`src/rtl/chss_pkg.sv`:
```
// types and constants shared by the cubic hermite segment sampler
// no dependencies
package chss_pkg;

	// field widths
	localparam int FIELD_W  = 24;
	localparam int IN_W     = 9 * FIELD_W;
	localparam int OUT_W    = 3 * FIELD_W;
	localparam int SPEED_W  = 16;
	localparam int CFG_W    = 24;
	localparam int ADDR_W   = 2;

	// datapath widths
	localparam int MUL_A_W  = 32;
	localparam int MUL_B_W  = 25;
	localparam int PROD_W   = MUL_A_W + MUL_B_W;
	localparam int RAD_W    = 50;
	localparam int COEF_W   = 48;
	localparam int ACC_W    = 52;
	localparam int DIV_CW   = 6;

	// register indexes
	localparam logic [ADDR_W-1:0] REG_TRAVEL_SPEED  = 2'd0;
	localparam logic [ADDR_W-1:0] REG_SAMPLE_PERIOD = 2'd1;
	localparam logic [ADDR_W-1:0] REG_FLIGHT_HEIGHT = 2'd2;

	// reset values
	localparam logic [SPEED_W-1:0] SPEED_RST  = 16'd256;
	localparam logic [SPEED_W-1:0] PERIOD_RST = 16'd26;
	localparam logic [FIELD_W-1:0] HEIGHT_RST = 24'd512;

	typedef enum logic [4:0] {
		OP_NONE,
		OP_LOAD,
		OP_MUL_DX,
		OP_RAD_SET,
		OP_MUL_DY,
		OP_RAD_ADD,
		OP_SQRT_STEP,
		OP_DIVD_INIT,
		OP_DIV_STEP,
		OP_DUR_SET,
		OP_MUL_V,
		OP_DV_SET,
		OP_COEF,
		OP_EMIT0,
		OP_DIVS_INIT,
		OP_S_SET,
		OP_ACC_INIT,
		OP_MUL_HI,
		OP_MUL_LO,
		OP_HORNER,
		OP_EMIT
	} op_t;

	typedef enum logic [4:0] {
		ST_IDLE,
		ST_MUL_DX,
		ST_RAD_SET,
		ST_MUL_DY,
		ST_RAD_ADD,
		ST_SQRT,
		ST_DIVD_INIT,
		ST_DIV_D,
		ST_DUR_SET,
		ST_MUL_V,
		ST_DV_SET,
		ST_COEF,
		ST_EMIT0,
		ST_CHECK,
		ST_DIVS_INIT,
		ST_DIV_S,
		ST_S_SET,
		ST_ACC_INIT,
		ST_MUL_HI,
		ST_MUL_LO,
		ST_HORNER,
		ST_EMIT
	} state_t;

	typedef struct packed {
		op_t        op;
		logic [1:0] sel;
		logic       axis;
	} cmd_t;

	typedef struct packed {
		logic sqrt_done;
		logic div_done;
		logic loop_more;
	} stat_t;

endpackage

```
`src/rtl/chss_ctrl.sv`:
```
// controller of the segment sampler: sequences the datapath and the stream handshakes
// depends on chss_pkg
module chss_ctrl (
	input  logic            clk,
	input  logic            arst_n,
	input  logic            s_tvalid,
	output logic            s_tready,
	output logic            m_tvalid,
	input  logic            m_tready,
	input  chss_pkg::stat_t stat,
	output chss_pkg::cmd_t  cmd
);
	import chss_pkg::*;

	state_t     state_q, state_d;
	logic [1:0] sel_q, sel_d;
	logic       axis_q, axis_d;
	logic       valid_q, valid_d;
	logic       out_free;

	assign out_free = !valid_q || m_tready;

	// state register
	always_ff @(posedge clk or negedge arst_n) begin
		if (!arst_n) begin
			state_q <= ST_IDLE;
			sel_q   <= '0;
			axis_q  <= 1'b0;
			valid_q <= 1'b0;
		end else begin
			state_q <= state_d;
			sel_q   <= sel_d;
			axis_q  <= axis_d;
			valid_q <= valid_d;
		end
	end

	// next state and commands
	always_comb begin
		state_d  = state_q;
		sel_d    = sel_q;
		axis_d   = axis_q;
		valid_d  = m_tready ? 1'b0 : valid_q;
		cmd.op   = OP_NONE;
		cmd.sel  = sel_q;
		cmd.axis = axis_q;
		s_tready = 1'b0;
		unique case (state_q)
			ST_IDLE: begin
				s_tready = 1'b1;
				if (s_tvalid) begin
					cmd.op  = OP_LOAD;
					state_d = ST_MUL_DX;
				end
			end
			ST_MUL_DX: begin
				cmd.op  = OP_MUL_DX;
				state_d = ST_RAD_SET;
			end
			ST_RAD_SET: begin
				cmd.op  = OP_RAD_SET;
				state_d = ST_MUL_DY;
			end
			ST_MUL_DY: begin
				cmd.op  = OP_MUL_DY;
				state_d = ST_RAD_ADD;
			end
			ST_RAD_ADD: begin
				cmd.op  = OP_RAD_ADD;
				state_d = ST_SQRT;
			end
			ST_SQRT: begin
				if (stat.sqrt_done) state_d = ST_DIVD_INIT;
				else cmd.op = OP_SQRT_STEP;
			end
			ST_DIVD_INIT: begin
				cmd.op  = OP_DIVD_INIT;
				state_d = ST_DIV_D;
			end
			ST_DIV_D: begin
				if (stat.div_done) state_d = ST_DUR_SET;
				else cmd.op = OP_DIV_STEP;
			end
			ST_DUR_SET: begin
				cmd.op  = OP_DUR_SET;
				sel_d   = 2'd0;
				state_d = ST_MUL_V;
			end
			ST_MUL_V: begin
				cmd.op  = OP_MUL_V;
				state_d = ST_DV_SET;
			end
			ST_DV_SET: begin
				cmd.op = OP_DV_SET;
				if (sel_q == 2'd3) begin
					state_d = ST_COEF;
				end else begin
					sel_d   = sel_q + 2'd1;
					state_d = ST_MUL_V;
				end
			end
			ST_COEF: begin
				cmd.op  = OP_COEF;
				state_d = ST_EMIT0;
			end
			ST_EMIT0: begin
				if (out_free) begin
					cmd.op  = OP_EMIT0;
					valid_d = 1'b1;
					state_d = ST_CHECK;
				end
			end
			ST_CHECK: begin
				state_d = stat.loop_more ? ST_DIVS_INIT : ST_IDLE;
			end
			ST_DIVS_INIT: begin
				cmd.op  = OP_DIVS_INIT;
				state_d = ST_DIV_S;
			end
			ST_DIV_S: begin
				if (stat.div_done) state_d = ST_S_SET;
				else cmd.op = OP_DIV_STEP;
			end
			ST_S_SET: begin
				cmd.op  = OP_S_SET;
				state_d = ST_ACC_INIT;
			end
			ST_ACC_INIT: begin
				cmd.op  = OP_ACC_INIT;
				sel_d   = 2'd2;
				axis_d  = 1'b0;
				state_d = ST_MUL_HI;
			end
			ST_MUL_HI: begin
				cmd.op  = OP_MUL_HI;
				state_d = ST_MUL_LO;
			end
			ST_MUL_LO: begin
				cmd.op  = OP_MUL_LO;
				state_d = ST_HORNER;
			end
			ST_HORNER: begin
				cmd.op = OP_HORNER;
				if (sel_q != 2'd0) begin
					sel_d   = sel_q - 2'd1;
					state_d = ST_MUL_HI;
				end else if (!axis_q) begin
					axis_d  = 1'b1;
					sel_d   = 2'd2;
					state_d = ST_MUL_HI;
				end else begin
					state_d = ST_EMIT;
				end
			end
			ST_EMIT: begin
				if (out_free) begin
					cmd.op  = OP_EMIT;
					valid_d = 1'b1;
					state_d = ST_CHECK;
				end
			end
			default: state_d = ST_IDLE;
		endcase
	end

	assign m_tvalid = valid_q;

endmodule

```
`config.mk`:
```
export PLATFORM = sky130hd
export DESIGN_NAME = chss_ctrl
export DESIGN_NICKNAME = d
export VERILOG_FILES = /design/src/rtl/chss_pkg.sv /design/src/rtl/chss_ctrl.sv
export SDC_FILE = /design/constraint.sdc
export NUM_CORES = 1
export LEC_CHECK = 0
export BUFFER_PORTS_ARGS = -buffer_cell sky130_fd_sc_hd__buf_2
export CORE_MARGIN = 2
export CORE_UTILIZATION = 60
export DETAILED_ROUTE_END_ITERATION = 16
export PLACE_DENSITY = 0.84
export SYNTH_ARGS = -nofsm -noshare
export SYNTH_HDL_FRONTEND = slang
export SYNTH_SLANG_ARGS = --single-unit
```
`constraint.sdc`:
```
create_clock -name clk -period 4.7 [get_ports clk]
set_input_delay 0.47 -clock clk [delete_from_list [all_inputs] [get_ports clk]]
set_output_delay 0.47 -clock clk [all_outputs]
set_load 0.05 [all_outputs]
```
Word level (Yosys, flattened, before mapping)
Index checks and enable logic that the tools add are counted.
{ "word_totals": {"regBits": 9, "inputBits": 7, "wordCells": 73} }
{ "op_classes": {"add_sub_neg": 2, "eq_ne": 30, "n_mux": 26, "n_reduce_logical": 11} }
{ "op_table": {"columns": ["op", "count"], "rows": [
  ["one-hot mux 5 bit (21 select lines)", 1],
  ["one-hot mux 5 bit (20 select lines)", 1],
  ["equality test 5 x 4 -> 1 bit (second input constant)", 8],
  ["equality test 5 bit (second input constant)", 6],
  ["two-way mux 5 bit", 6],
  ["equality test 5 x 3 -> 1 bit (second input constant)", 4],
  ["two-way mux 4 bit", 3],
  ["!= test 2 bit (second input constant)", 6],
  ["equality test 5 x 2 -> 1 bit (second input constant)", 2],
  ["two-way mux 3 bit", 3],
  ["two-way mux 2 bit", 4],
  ["one-hot mux 2 bit (4 select lines)", 1],
  ["two-way mux 1 bit", 6],
  ["equality test 5 x 1 -> 1 bit (second input constant)", 1],
  ["logical NOT 5 bit", 1],
  ["AND reduction 5 bit", 1],
  ["nonzero test 2 bit", 2],
  ["nonzero test 4 bit", 1],
  ["OR reduction 2 bit", 2],
  ["!= test 3 bit (second input constant)", 1],
  ["AND reduction 3 bit", 1],
  ["adder 2 x 1 -> 2 bit (second input constant)", 1],
  ["equality test 2 bit (second input constant)", 1],
  ["!= test 2 x 1 -> 1 bit (second input constant)", 1],
  ["other kinds (5)", 5]
]} }

Longest topological paths before layout
{ "logic_depth": {"word_depth": 4, "mapped_depth": 6} }

Worst setup path before layout
No wires, ideal clock.
{ "synth_path": {"path_type": "register to output", "start": "register state_q[3]", "end": "output port cmd[3] (netlist bit)", "t_arrival_ps": 1864, "required_time_ps": 4230, "slack_ps": 2366, "path_stages_with_launch": 7, "n_path_buf": 3, "path_cell_list": "dfrtp_1 buf_2 clkbuf_1 buf_2 o21ai_0 nand2_1 a21oi_1"} }
{ "synth_rtl": {"columns": ["element", "line", "text"], "rows": [
  ["start, declared", "chss_ctrl.sv:15", "state_t state_q, state_d;"],
  ["start signal, assigned", "chss_ctrl.sv:31", "state_q <= state_d;"],
  ["end, declared", "chss_ctrl.sv:11", "output chss_pkg::cmd_t cmd"]
]} }

==> flow_metrics.tcl <==
set metrics [dict create \
    outcome "completed" \
    vias 1048 \
    drtPass1Iterations 4 \
    grt_max_degree 31 \
    relSlewSlack 0.455 \
    synth_top_area_share 0.220 \
    final_nets 149 \
    dieHeight_microns 45.4 \
    syn-num-nets 142 \
    drc 0 \
    async_flop_share 1.00 \
    antenna_cells 0 \
    grt_pass1_vias 868 \
    wl_mm 2.56 \
    ys_seq_area_frac 0.220 \
    antenna_found_initial 0 \
    yosysUniqueCellTypes 49 \
    path_clk_slew_ns 0.07 \
    min_period_over_period 0.590 \
    drt_iter0_drc 67 \
    drive_above_1_share 0.174 \
    cp_cell_sequence "nand2b_1 -> nor4_1 -> or3_1 -> buf_2" \
    setup_violations 0 \
    grt_pass1_wl_mm 4.09 \
    die-area_sq_um 2060 \
    cts_root_buffer "clkbuf_4" \
    fp.dieW_microns 45.4 \
    holdBufCountCts 0 \
    routed_via_density 6.81 \
    grt.total_usage 0.281 \
    gp_congestion 0.909 \
    cp_slowest_cell "dfrtp_1" \
    slew_viol_final 0 \
    timing.hold.ws_ns 0.0404 \
    cts_buffers 3 \
    synth_area_leaders "dfrtp_1 (22%), a21oi_1 (4.9%), mux2i_1 (3.9%)" \
    cts_sinks 9 \
    finalClockSkew_ns 0.00758 \
    dp_hpwl_mm 1.78 \
    synth_edf_count 0 \
    hold_path_class "in -> async" \
    globalRouteOverflowTotal 0 \
    wl_per_cell_microns 16.6 \
    ys_warn_count 0 \
    initial_core_util 0.658 \
    netlist.top_cell.by_area "dfrtp_1" \
    cts_tree "built" \
    crit_family "simple AND/OR/NAND/NOR gates" \
    critical_path_required_ns 4.23 \
    num_rows 14 \
    area_growth_syn_to_layout_pct 5.12 \
    clock_latency_ns 0.27 \
    hold_violations 0 \
    critPathMaxStageDelay_ns 0.81 \
    rsz0062_at_grt "false" \
    startpoint "state_q[2]" \
    worstPathArrival_ns 2.30 \
    cts_max_level 1 \
    netlist_area_sq_um 1030 \
    core_sq_um 1560 \
    clockBufferDepth 2 \
    path_buf_inv 1 \
    fin_crit_ns 2.77 \
    crit_type "reg -> out" \
    ys_seq_elements 9 \
    ios 17 \
    syn_avg_cell_area_sq_um 7.77 \
    finalSetupTns_ns 0 \
    cts_setup_buffers 0 \
    synthCells 132 \
    critPathCaptureType "output pin" \
    worst-path-max-fanout 26 \
    r2r-start "state_q[2]" \
    yosys_most_used_dff "dfrtp_1" \
    worstSetupStartpointType "flip-flop" \
    worst_pin_slew_ns 0.818 \
    cap_violations 0 \
    r2r_slack_ns 2.48 \
    ant_nets 0 \
    cts.repair.resized 0 \
    numPortBuffers 16 \
    fmax_mhz 361 \
]
cells in the final DEF (no fill, tap or decap), types with 4 or more instances in the layout:
| cell type | netlist | routed |
|---|---|---|
| a21oi_1 | 10 | 10 |
| nor3_1 | 4 | 4 |
| o21ai_0 | 8 | 8 |
| dfrtp_1 | 9 | 9 |
| nor2_1 | 8 | 8 |
| buf_2 | 5 | 16 |
| inv_1 | 4 | 4 |
| mux2i_1 | 4 | 4 |
| nor4_1 | 4 | 4 |
| nor3b_1 | 4 | 4 |
| nand2b_1 | 5 | 5 |
| nand2_1 | 9 | 9 |
path summary, 6_finish.rpt:
path,to,depth (start not counted)
max,cmd[5],4
min,state_q[1],1
min in group clk,state_q[1],2
min reg2reg,sel_q[0],1
max in group asynchronous,state_q[4],1
max reg2reg,state_q[0],4
metrics by stage:
step / cell area (sq um) / std cells / worst slack, ns / util
4_1_cts: 1080 / 154 / 1.98 / 0.692
6_report: 1080 / 154 / 1.93 / 0.692
2_1_floorplan: 1030 / 132 / 2.37 / -
3_5_place_dp: 1050 / 150 / 2.26 / 0.675
3_3_place_gp: 1050 / 150 / 2.37 / 0.675
5_1_grt: 1080 / 154 / 1.75 / 0.692
synthesized netlist by cell type, types with 2 or more instances:
cell type and instances:
dfrtp_1 9, nor3b_1 4, nand3b_1 3, nand2b_4 2, buf_2 5, ha_1 3
nand2_1 9, o41ai_1 2, a21oi_1 10, or3_1 2, a211o_1 2, o21ai_1 2
inv_1 4, o21ai_0 8, buf_1 2, clkbuf_1 4, nor2b_1 2, nand2b_1 5
buf_4 2, nor2_1 8, and2_1 3, o22ai_1 2, mux2i_1 4, o22a_1 2
nor3_1 4, mux2_1 2, nor4_1 4, or2_1 2
flip-flops by register name, summed over array words and instances (netlist names):
register / cells
state_q: 5
axis_q: 1
sel_q: 2
m_tvalid: 1
layer usage:
metal / track usage / wire length [microns] / up-vias
met5: 0 / 0 / -
met1: 0.425 / 1150 / 477
met2: 0.403 / 1130 / 61
li1: - / - / 502
met3: 0.0400 / 218 / 8
met4: 0.106 / 56 / 0
cell type report:
type | instances | area [sq um]
timing repair buffer | 16 | 80.1
clock buffer | 4 | 26.3
fill | 140 | 480
sequential | 9 | 225
multi-input combinational | 105 | 712
inverter | 4 | 15.0
tap | 16 | 20.0
kinds of logic after synthesis:
logic type / Yosys count / share of synthesized area
adder cells (fa/ha/maj): 3 / 0.0366
multiplexers: 6 / 0.0610
AO/OA/AOI/OAI: 41 / 0.268
buffers and inverters: 18 / 0.0866
AND/OR/NAND/NOR: 55 / 0.328
flip-flops: 9 / 0.220
Power is left out: the tool's default activity adds up to more than one toggle a clock period on the data nets, which glitch-free logic cannot reach.
